## config.mk

```make
export PLATFORM = sky130hd
export DESIGN_NAME = external_irq_pin_controller_unit
export DESIGN_NICKNAME = d
export VERILOG_FILES = /design/src/design/eip_pkg.sv /design/src/design/eip_lane.sv /design/src/design/eip_merge.sv /design/src/design/eip_out_buf.sv /design/src/design/external_irq_pin_controller_unit.sv
export SDC_FILE = /design/constraint.sdc
export NUM_CORES = 1
export LEC_CHECK = 0
export BUFFER_PORTS_ARGS = -buffer_cell sky130_fd_sc_hd__buf_4
export CORE_UTILIZATION = 59
export DETAILED_ROUTE_END_ITERATION = 6
export PLACE_DENSITY = 0.87
export SYNTH_ARGS = -nofsm -noshare
export SYNTH_HDL_FRONTEND = slang
export SYNTH_SLANG_ARGS = --single-unit
```

## constraint.sdc

```tcl
create_clock -name aclk -period 4.6 [get_ports aclk]
set_clock_uncertainty 0.1 [all_clocks]
set_input_delay 0.23 -clock aclk [delete_from_list [all_inputs] [get_ports aclk]]
set_output_delay 0.23 -clock aclk [all_outputs]
set_load 0.1 [all_outputs]
```

## src/design/eip_pkg.sv

```systemverilog
// Shared types and codes for the external interrupt pin controller.
// No dependencies; imported by every module of the block.
`timescale 1ns / 1ps

package eip_pkg;

    // Geometry of the register file
    localparam int WORD_BITS       = 32;
    localparam int PIN_LIMIT       = 8;
    localparam int PRIO_BITS       = 4;
    localparam int SENSE_CODE_BITS = 4;

    // Defaults for top-level parameters
    localparam int PIN_COUNT_DEF  = 8;
    localparam int SENSE_BITS_DEF = 4;

    // Item operations
    localparam logic [1:0] OP_TICK  = 2'd0;
    localparam logic [1:0] OP_READ  = 2'd1;
    localparam logic [1:0] OP_WRITE = 2'd2;

    // Register selects
    localparam logic [2:0] REG_SENSE  = 3'd0;
    localparam logic [2:0] REG_PRIO   = 3'd1;
    localparam logic [2:0] REG_SOURCE = 3'd2;
    localparam logic [2:0] REG_MASK   = 3'd3;
    localparam logic [2:0] REG_CLEAR  = 3'd4;

    // Sense codes
    localparam logic [SENSE_CODE_BITS-1:0] SENSE_FALL = 4'h0;
    localparam logic [SENSE_CODE_BITS-1:0] SENSE_RISE = 4'h1;
    localparam logic [SENSE_CODE_BITS-1:0] SENSE_LOW  = 4'h2;
    localparam logic [SENSE_CODE_BITS-1:0] SENSE_HIGH = 4'h3;
    localparam logic [SENSE_CODE_BITS-1:0] SENSE_BOTH = 4'h4;

    // Per-lane control from the register stage
    typedef struct packed {
        logic tick;      // sample pins this item
        logic src_wr;    // SOURCE write this item
        logic src_keep;  // written bit for this pin's pending flag
        logic pend;      // current pending flag
        logic mask;      // mask flag after this item
        logic prio_nz;   // priority field after this item is nonzero
        logic prev;      // previous pin level
        logic cur;       // sampled pin level
    } lane_ctrl_t;

    // Per-lane findings
    typedef struct packed {
        logic pend_next;
        logic line;
    } lane_out_t;

    // One result word
    typedef struct packed {
        logic [WORD_BITS-1:0] read_data;
        logic [PIN_LIMIT-1:0] irq_lines;
        logic                 shared_irq;
    } eip_result_t;

endpackage

```

## src/design/eip_lane.sv

```systemverilog
// One pin lane: sense match, pending update and request line.
// Depends on eip_pkg.
`timescale 1ns / 1ps

module eip_lane
    import eip_pkg::*;
#(
    parameter int SENSE_FIELD_BITS = SENSE_BITS_DEF
) (
    input  logic [SENSE_FIELD_BITS-1:0] sense_code,
    input  lane_ctrl_t                  ctrl,
    output lane_out_t                   result
);

    logic [SENSE_CODE_BITS-1:0] code;
    logic                       fire;

    assign code = SENSE_CODE_BITS'(sense_code);

    // Pin activity against the sense code; unknown codes never fire
    always_comb begin
        unique case (code)
            SENSE_FALL: fire = ctrl.prev & ~ctrl.cur;
            SENSE_RISE: fire = ~ctrl.prev & ctrl.cur;
            SENSE_LOW:  fire = ~ctrl.cur;
            SENSE_HIGH: fire = ctrl.cur;
            SENSE_BOTH: fire = ctrl.prev ^ ctrl.cur;
            default:    fire = 1'b0;
        endcase
    end

    // Pending flag: set on a matching tick, cleared by a SOURCE write of 0
    always_comb begin
        priority if (ctrl.tick) begin
            result.pend_next = ctrl.pend | fire;
        end else if (ctrl.src_wr) begin
            result.pend_next = ctrl.pend & ctrl.src_keep;
        end else begin
            result.pend_next = ctrl.pend;
        end
        result.line = result.pend_next & ~ctrl.mask & ctrl.prio_nz;
    end

endmodule

```

## src/design/eip_merge.sv

```systemverilog
// Merge of the lane findings into pending byte, request lines and shared line.
// Depends on eip_pkg.
`timescale 1ns / 1ps

module eip_merge
    import eip_pkg::*;
#(
    parameter int PIN_COUNT = PIN_COUNT_DEF
) (
    input  lane_out_t [PIN_COUNT-1:0] lanes,
    output logic      [PIN_LIMIT-1:0] pend_next,
    output logic      [PIN_LIMIT-1:0] irq_lines,
    output logic                      shared_irq
);

    // Pending byte is pin 0 at the top; lines are pin 0 at the bottom
    always_comb begin
        pend_next = '0;
        irq_lines = '0;
        for (int k = 0; k < PIN_COUNT; k++) begin
            pend_next[PIN_LIMIT-1-k] = lanes[k].pend_next;
            irq_lines[k]             = lanes[k].line;
        end
        shared_irq = |irq_lines;
    end

endmodule

```

## src/design/eip_out_buf.sv

```systemverilog
// Two-entry result buffer: output register plus skid register.
// Depends on eip_pkg.
`timescale 1ns / 1ps

module eip_out_buf
    import eip_pkg::*;
(
    input  logic        aclk,
    input  logic        aresetn,
    input  logic        in_accept,
    input  eip_result_t in_word,
    output logic        in_ready,
    output logic        out_valid,
    input  logic        out_ready,
    output eip_result_t out_word,
    output logic        skid_valid
);

    logic        out_valid_reg;
    logic        skid_valid_reg;
    eip_result_t out_word_reg;
    eip_result_t skid_word_reg;
    logic        out_fire;

    assign out_fire   = out_valid_reg & out_ready;
    assign in_ready   = ~skid_valid_reg;
    assign out_valid  = out_valid_reg;
    assign out_word   = out_word_reg;
    assign skid_valid = skid_valid_reg;

    // Control flags
    always_ff @(posedge aclk) begin
        if (!aresetn) begin
            out_valid_reg  <= 1'b0;
            skid_valid_reg <= 1'b0;
        end else if (skid_valid_reg) begin
            if (out_fire) begin
                skid_valid_reg <= 1'b0;
            end
        end else if (in_accept) begin
            if (out_valid_reg && !out_ready) begin
                skid_valid_reg <= 1'b1;
            end else begin
                out_valid_reg <= 1'b1;
            end
        end else if (out_fire) begin
            out_valid_reg <= 1'b0;
        end
    end

    // Payload words
    always_ff @(posedge aclk) begin
        if (skid_valid_reg) begin
            if (out_fire) begin
                out_word_reg <= skid_word_reg;
            end
        end else if (in_accept) begin
            if (out_valid_reg && !out_ready) begin
                skid_word_reg <= in_word;
            end else begin
                out_word_reg <= in_word;
            end
        end
    end

endmodule

```

## src/design/external_irq_pin_controller_unit.sv

```systemverilog
// Eight-pin external interrupt controller, top level.
// All pin lanes evaluate in the same cycle, and the result word is registered.
// Throughput: one item per cycle while the skid entry of the buffer is empty.
// A two-entry result buffer keeps input accepting while one word waits.
// Reset (aresetn low, synchronous): sense, priority, pending, previous pins
// zero; mask all ones; result buffer empty. Depends on eip_pkg and submodules.
`timescale 1ns / 1ps

module external_irq_pin_controller_unit
    import eip_pkg::*;
#(
    parameter int PIN_COUNT        = PIN_COUNT_DEF,
    parameter int SENSE_FIELD_BITS = SENSE_BITS_DEF
) (
    input  logic                 aclk,
    input  logic                 aresetn,
    input  logic                 s_valid,
    output logic                 s_ready,
    input  logic [1:0]           s_operation,
    input  logic [2:0]           s_reg_select,
    input  logic [WORD_BITS-1:0] s_write_data,
    input  logic [PIN_LIMIT-1:0] s_pin_levels,
    output logic                 m_valid,
    input  logic                 m_ready,
    output logic [WORD_BITS-1:0] m_read_data,
    output logic [PIN_LIMIT-1:0] m_irq_lines,
    output logic                 m_shared_irq
);

    logic [WORD_BITS-1:0] sense_reg;
    logic [WORD_BITS-1:0] prio_reg;
    logic [PIN_LIMIT-1:0] pend_reg;
    logic [PIN_LIMIT-1:0] mask_reg;
    logic [PIN_COUNT-1:0] prev_reg;

    logic [WORD_BITS-1:0] prio_next;
    logic [PIN_LIMIT-1:0] mask_next;
    logic [PIN_LIMIT-1:0] pend_next;
    logic [PIN_COUNT-1:0] pins;
    logic [WORD_BITS-1:0] rd_data;
    logic                 accept;
    logic                 is_tick;
    logic                 is_wr;
    logic                 skid_valid;

    lane_ctrl_t  [PIN_COUNT-1:0] lane_ctrl;
    lane_out_t   [PIN_COUNT-1:0] lane_out;
    eip_result_t                 res_in;
    eip_result_t                 res_out;
    logic        [PIN_LIMIT-1:0] irq_lines;
    logic                        shared_irq;

    assign accept  = s_valid & s_ready;
    assign is_tick = s_operation == OP_TICK;
    assign is_wr   = s_operation == OP_WRITE;
    assign pins    = s_pin_levels[PIN_COUNT-1:0];

    // Next priority and mask after this item
    always_comb begin
        prio_next = prio_reg;
        mask_next = mask_reg;
        if (is_wr) begin
            unique case (s_reg_select)
                REG_PRIO:  prio_next = s_write_data;
                REG_MASK:  mask_next = mask_reg | s_write_data[PIN_LIMIT-1:0];
                REG_CLEAR: mask_next = mask_reg & ~s_write_data[PIN_LIMIT-1:0];
                default:   ;
            endcase
        end
    end

    // Register read mux
    always_comb begin
        rd_data = '0;
        if (s_operation == OP_READ) begin
            unique case (s_reg_select)
                REG_SENSE:  rd_data = sense_reg;
                REG_PRIO:   rd_data = prio_reg;
                REG_SOURCE: rd_data = WORD_BITS'(pend_reg);
                default:    rd_data = '0;
            endcase
        end
    end

    // Pin lanes
    for (genvar k = 0; k < PIN_COUNT; k++) begin : g_lane
        always_comb begin
            lane_ctrl[k].tick     = is_tick;
            lane_ctrl[k].src_wr   = is_wr && (s_reg_select == REG_SOURCE);
            lane_ctrl[k].src_keep = s_write_data[PIN_LIMIT-1-k];
            lane_ctrl[k].pend     = pend_reg[PIN_LIMIT-1-k];
            lane_ctrl[k].mask     = mask_next[PIN_LIMIT-1-k];
            lane_ctrl[k].prio_nz  =
                |prio_next[WORD_BITS-(k+1)*PRIO_BITS +: PRIO_BITS];
            lane_ctrl[k].prev     = prev_reg[k];
            lane_ctrl[k].cur      = pins[k];
        end

        eip_lane #(
            .SENSE_FIELD_BITS(SENSE_FIELD_BITS)
        ) u_lane (
            .sense_code(sense_reg[WORD_BITS-(k+1)*SENSE_FIELD_BITS +: SENSE_FIELD_BITS]),
            .ctrl      (lane_ctrl[k]),
            .result    (lane_out[k])
        );
    end

    // Combine lane findings
    eip_merge #(
        .PIN_COUNT(PIN_COUNT)
    ) u_merge (
        .lanes     (lane_out),
        .pend_next (pend_next),
        .irq_lines (irq_lines),
        .shared_irq(shared_irq)
    );

    // Controller state
    always_ff @(posedge aclk) begin
        if (!aresetn) begin
            sense_reg <= '0;
            prio_reg  <= '0;
            pend_reg  <= '0;
            mask_reg  <= '1;
            prev_reg  <= '0;
        end else if (accept) begin
            if (is_wr && s_reg_select == REG_SENSE) begin
                sense_reg <= s_write_data;
            end
            prio_reg <= prio_next;
            pend_reg <= pend_next;
            mask_reg <= mask_next;
            if (is_tick) begin
                prev_reg <= pins;
            end
        end
    end

    // Result word and output buffer
    always_comb begin
        res_in.read_data  = rd_data;
        res_in.irq_lines  = irq_lines;
        res_in.shared_irq = shared_irq;
    end

    eip_out_buf u_out_buf (
        .aclk      (aclk),
        .aresetn   (aresetn),
        .in_accept (accept),
        .in_word   (res_in),
        .in_ready  (s_ready),
        .out_valid (m_valid),
        .out_ready (m_ready),
        .out_word  (res_out),
        .skid_valid(skid_valid)
    );

    assign m_read_data  = res_out.read_data;
    assign m_irq_lines  = res_out.irq_lines;
    assign m_shared_irq = res_out.shared_irq;

    // Skid entry only holds a word behind a waiting output word
    a_skid_behind_out: assert property (@(posedge aclk) disable iff (!aresetn)
        skid_valid |-> m_valid)
        else $error("skid word held without output word");

    // A sense write lands in the register
    a_sense_write: assert property (@(posedge aclk) disable iff (!aresetn)
        (accept && is_wr && s_reg_select == REG_SENSE) |=> sense_reg == $past(s_write_data))
        else $error("sense register not updated by write");

    // A tick records the sampled pin levels
    a_tick_prev: assert property (@(posedge aclk) disable iff (!aresetn)
        (accept && is_tick) |=> prev_reg == $past(pins))
        else $error("previous pins not captured on tick");

    // Shared line agrees with the per-pin lines of the presented word
    a_shared_or: assert property (@(posedge aclk) disable iff (!aresetn)
        m_valid |-> (m_shared_irq == (m_irq_lines != '0)))
        else $error("shared line disagrees with pin lines");

endmodule

```

# After elaboration in Yosys (flattened, before gate mapping)

Cells that the tools add are included.

Eq/ne operators: 41
Muxes and demuxes: 41
Bitwise gates (word level): 86
Reduce and logical (&&, ||, !) cells: 30

Operator list:

| cell                 | count |
|---|---|
| $mux W41             | 4 |
| $mux W32             | 3 |
| $pmux W32 S3         | 1 |
| $eq A4 B2 Y1 const B | 16 |
| $and A1 B1 Y1        | 42 |
| $pmux W1 S5          | 8 |
| $eq A4 B1 Y1 const B | 8 |
| $eq A4 B3 Y1 const B | 8 |
| $logic_not A4 Y1     | 8 |
| $reduce_or A4 Y1     | 8 |
| $not A1 Y1           | 25 |
| $mux W1              | 23 |
| $pmux W8 S2          | 1 |
| $reduce_and A3 Y1    | 3 |
| $and A8 B8 Y8        | 1 |
| $mux W8              | 1 |
| $not A8 Y8           | 1 |
| $or A1 B1 Y1         | 8 |
| $or A8 B8 Y8         | 1 |
| $reduce_or A8 Y1     | 1 |
| $xor A1 B1 Y1        | 8 |
| $eq A3 B2 Y1 const B | 2 |
| $ne A2 B2 Y1 const B | 2 |
| $reduce_and A2 Y1    | 2 |
| other kinds (10)     | 13 |

Register bits: 172
Output and inout bits: 43
Word-level logic and storage cells: 211

# Logic depth before layout (Yosys ltp)

Word-level depth: 11
Mapped depth: 8
Depth with buffers taken out: 8

# Cells and area by module

From an unflattened synthesis, not the netlist that was laid out.

Cells, all modules: 786
Area, all modules: 8,559.5 um^2

Modules (own cells, without submodules):

| module                           | times used | cells each | area an instance (um^2) |
|---|---|---|---|
| external_irq_pin_controller_unit | 1          | 473        | 4,204.0 |
| eip_out_buf                      | 1          | 142        | 3,238.1 |
| eip_lane                         | 8          | 19         | 122.6 |
| eip_merge                        | 1          | 19         | 136.4 |

# Worst setup path before layout

No wires, ideal clock.

Path kind: reg2reg
Start: register u_out_buf.out_valid_reg (netlist: u_out_buf.out_valid)
End: register u_out_buf.out_word_reg (netlist bit u_out_buf.out_word[0]) (enable)
Library setup time: 0.453 ns
Data arrival time: 3.194 ns
Required time: 4.047 ns
Setup slack: 0.853 ns
Cell stages (with the launch flop): 3
Period minus slack after synthesis: 3.747 ns
Path through: dfxtp_1 a21oi_1 a21oi_1

Cells in the longest elaborated chain, start to end: 3

RTL lines:

| item                                                   | line                                 | text |
|---|---|---|
| from (decl)                                            | eip_out_buf.sv:19                    | `logic out_valid_reg;` |
| from (signal assigned)                                 | eip_out_buf.sv:34                    | `out_valid_reg <= 1'b0;` |
| from (signal assigned)                                 | eip_out_buf.sv:44                    | `out_valid_reg <= 1'b1;` |
| from (signal assigned)                                 | eip_out_buf.sv:47                    | `out_valid_reg <= 1'b0;` |
| $and A1 B1 Y1 or $logic_and A1 B1 Y1 (tied branches)   | eip_out_buf.sv:25, eip_out_buf.sv:58 |  |
| $ne A2 B2 Y1 (no line) or $ne A2 B1 Y1 (tied branches) | n/a                                  |  |
| $reduce_and A3 Y1 (no line) (*)                        | n/a                                  |  |
| to (signal assigned)                                   | eip_out_buf.sv:55                    | `out_word_reg <= skid_word_reg;` |
| to (signal assigned)                                   | eip_out_buf.sv:61                    | `out_word_reg <= in_word;` |
| to (decl)                                              | eip_out_buf.sv:21                    | `eip_result_t out_word_reg;` |

Mark *: on every way between the ends. The rest lies on a longest branch, timed or not.
A chain may end at the register's enable or synchronous reset.

# Worst setup path in the final report

Start: input s_valid
End: register u_out_buf.skid_word_reg[29] (netlist bit) (enable)

Cells in the longest elaborated chain, start to end: 2

RTL lines:

| item                        | line                                   | text |
|---|---|---|
| from (decl)                 | external_irq_pin_controller_unit.sv:17 | `input logic s_valid,` |
| $and A1 B1 Y1               | external_irq_pin_controller_unit.sv:53 | `assign accept = s_valid & s_ready;` |
| $reduce_and A3 Y1 (no line) | n/a                                    |  |
| to (signal assigned)        | eip_out_buf.sv:59                      | `skid_word_reg <= in_word;` |
| to (decl)                   | eip_out_buf.sv:22                      | `eip_result_t skid_word_reg;` |

No other way between the ends.

==> results_dict.tcl <==
set metrics [dict create \
    status "complete, no violations" \
    end_kind "register" \
    core_sq_um 13300 \
    postCtsSetupBuffers 0 \
    drc 0 \
    irDropWorstVdd_v 0.000242 \
    relSlewSlack_pct 9.54 \
    ys.flop_type "dfxtp_1" \
    n_antenna_cell 0 \
    cts_tree "built" \
    drt_iter0_drc 785 \
    grt_pass1_wl_mm 32.7 \
    hold_start "s_pin_levels[1]" \
    vias_per_cell 6.11 \
    insertion_delay_ns 0.43 \
    path_class "in -> reg" \
    drive_above_1_share_pct 16.7 \
    period_minus_slack_ns 2.95 \
    ant_nets 0 \
    nets 1005 \
    power_density_nw_per_um2 368 \
    dp_hpwl_mm 13.2 \
    io_pins 92 \
    yosysUniqueCellTypes 45 \
    cts_sinks 172 \
    io_buffer_count 91 \
    synth-seq-cells 172 \
    worst_slew_pin_slew_ns 1.35 \
    maxCapViolCount 0 \
    globalplace.congestion 0.889 \
    cp.required_ns 4.61 \
    syn_nets 910 \
    setup_tns_ns 0 \
    die_x_um 120 \
    die_h_um 120 \
    cts_root_buffer "clkbuf_16" \
    hold_violations 0 \
    power_leakage_nw 3.68 \
    synth_area_per_cell_sq_um 9.64 \
    wl_per_cell_um 18.2 \
    grt_setup_unrepaired "false" \
    rows 42 \
    async_flop_share_pct 0 \
    grt_pass1_vias 6307 \
    cp_max_fo 25 \
    track_usage_pct 29.7 \
    wl_mm 20.5 \
    overflow 0 \
    arrival_ns 2.96 \
    vias 6902 \
    setup_violations 0 \
    r2r-start "u_out_buf.skid_valid" \
    holdPathEnd "prev_reg[1]" \
    cts.reportedPaths.clkPinSlew_ns 0.07 \
    cts_buffers 17 \
    cts-htree-levels 4 \
    drv_slew 0 \
    fin_area_sq_um 9820 \
    grt_max_degree 91 \
    finalPower_mw 3.62 \
    timing.fmax_mhz 338 \
    initial_core_util_pct 61.0 \
    r2r-end "u_out_buf.skid_word_reg[29]" \
    area_delta_synth_final_pct 20.5 \
    grt_antenna_before_repair 0 \
    yosysSeqAreaShare_pct 52.3 \
    dr.pass1.iters 5 \
    cts.path.max_buffers 2 \
    r2r_cells 3 \
    hold_path_depth 3 \
    syn_inst 845 \
    worst_hold_path_type "in -> reg" \
    synth-edff-count 82 \
    cp-start-kind "input pin" \
    r2r_setup_slack_ns 1.72 \
    ys_warn_count 0 \
    placed_area_sq_um 8880 \
    fin_crit_sh_pct 64.2 \
    synth_area_sq_um 8150 \
    die_area_sq_um 14300 \
]
## logic make-up (layout without fill, tap and decap cells)
group | after synthesis | count (layout) | synth area share [%]
buffers and inverters | 92 | 200 | 4.65
adder cells (fa/ha/maj) | 16 | 16 | 2.46
flip-flops | 172 | 172 | 52.3
multiplexers | 29 | 29 | 3.82
AO/OA/AOI/OAI | 202 | 202 | 18.6
AND/OR/NAND/NOR | 334 | 334 | 18.2
## critical path, stage by stage
cell and delay, ns:
dlygate4sd3_1 0.52, buf_4 0.12, nor2b_1 0.87, and3_1 0.78, buf_4 0.43
## worst max path at each step
| stage | startpoint | to | slack, ns | cells past startpoint |
|---|---|---|---|---|
| floorplan | u_out_buf.out_valid | u_out_buf.out_word[0] | 0.85 | 2 |
| global placement | s_reg_select[0] | prio_reg[26] | 1.73 | 7 |
| detailed placement | s_reg_select[0] | prio_reg[28] | 1.63 | 7 |
| CTS | s_valid | u_out_buf.out_word[16] | 1.66 | 5 |
| global route | s_valid | u_out_buf.out_word[14] | 1.39 | 5 |
| finish | s_valid | u_out_buf.skid_word_reg[29] | 1.65 | 5 |
## metal layers
metal  vias up  routed length (um)  GRT usage, %
met1      3269                8570          40.5
li1       3197                   -             -
met3        58                1860          5.80
met5         -                   0             0
met4         0                 653          13.6
met2       378                9470          45.8
## power by group
part / switching [mW] / total [mW] / internal, mW
Combinational: 0.347 / 0.485 / 0.138
Clock: 0.632 / 1.46 / 0.829
Sequential: 0.0237 / 1.67 / 1.65
## timing repair
action / CTS / global route
hold endpoints to repair: 55 / 0
hold buffers: 34 / 0
resized for setup: 0 / 0
## area by class of cell
cell class / count / area [sq um]
Sequential cell: 172 / 4260
Fill cell: 933 / 3530
Multi-Input combinational cell: 581 / 3510
Timing Repair Buffer: 134 / 1090
Clock buffer: 19 / 443
Tap cell: 176 / 220
Clock inverter: 13 / 159
Inverter: 34 / 128
## cell usage after synthesis, types with 2 or more instances
cell	instances	area share, %
edfxtp_1	82	30
nor2_1	65	3.0
buf_1	7	0.32
a2111oi_0	8	0.86
nor2b_1	10	0.77
buf_2	12	0.74
a21boi_0	66	6.1
mux2_2	17	2.3
a21boi_1	7	0.65
nand2_1	189	8.7
ha_1	16	2.5
inv_1	33	1.5
mux2i_1	12	1.5
nand3_1	9	0.55
a22oi_1	24	2.2
and3_1	7	0.54
a21oi_1	15	0.92
a32oi_1	4	0.43
nor3_1	17	1.0
nor4_1	12	0.92
nor3b_1	8	0.74
and2_1	5	0.38
o31ai_1	40	3.7
clkbuf_1	36	1.7
or4_1	4	0.37
o211ai_1	8	0.74
buf_6	2	0.28
dfxtp_1	90	22
o211a_1	8	0.98
o21ai_0	9	0.55
a221oi_1	3	0.32
a31o_1	4	0.43
a31o_2	4	0.43
## layout by cell type (no fill, tap or decap), types with 14 or more instances in the layout
master / n
nand2_1: 189
buf_4: 100
dfxtp_1: 90
edfxtp_1: 82
a21boi_0: 66
nor2_1: 65
o31ai_1: 40
dlygate4sd3_1: 34
inv_1: 33
a22oi_1: 24
mux2_2: 17
nor3_1: 17
clkbuf_16: 17
ha_1: 16
a21oi_1: 14
## through the flow
| step | instances | hold WS [ns] | utilization, % | worst slack [ns] |
|---|---|---|---|---|
| floorplan | 845 | 0.265 | - | 0.853 |
| global placement | 1063 | 0.367 | 66.5 | 1.73 |
| detailed placement | 1063 | 0.376 | 66.5 | 1.63 |
| CTS | 1129 | 0.000855 | 73.6 | 1.66 |
| global route | 1129 | 0.0181 | 73.6 | 1.39 |
| finish | 1129 | 0.00867 | 73.6 | 1.65 |
No activity file was read; power rests on OpenSTA's default activity.
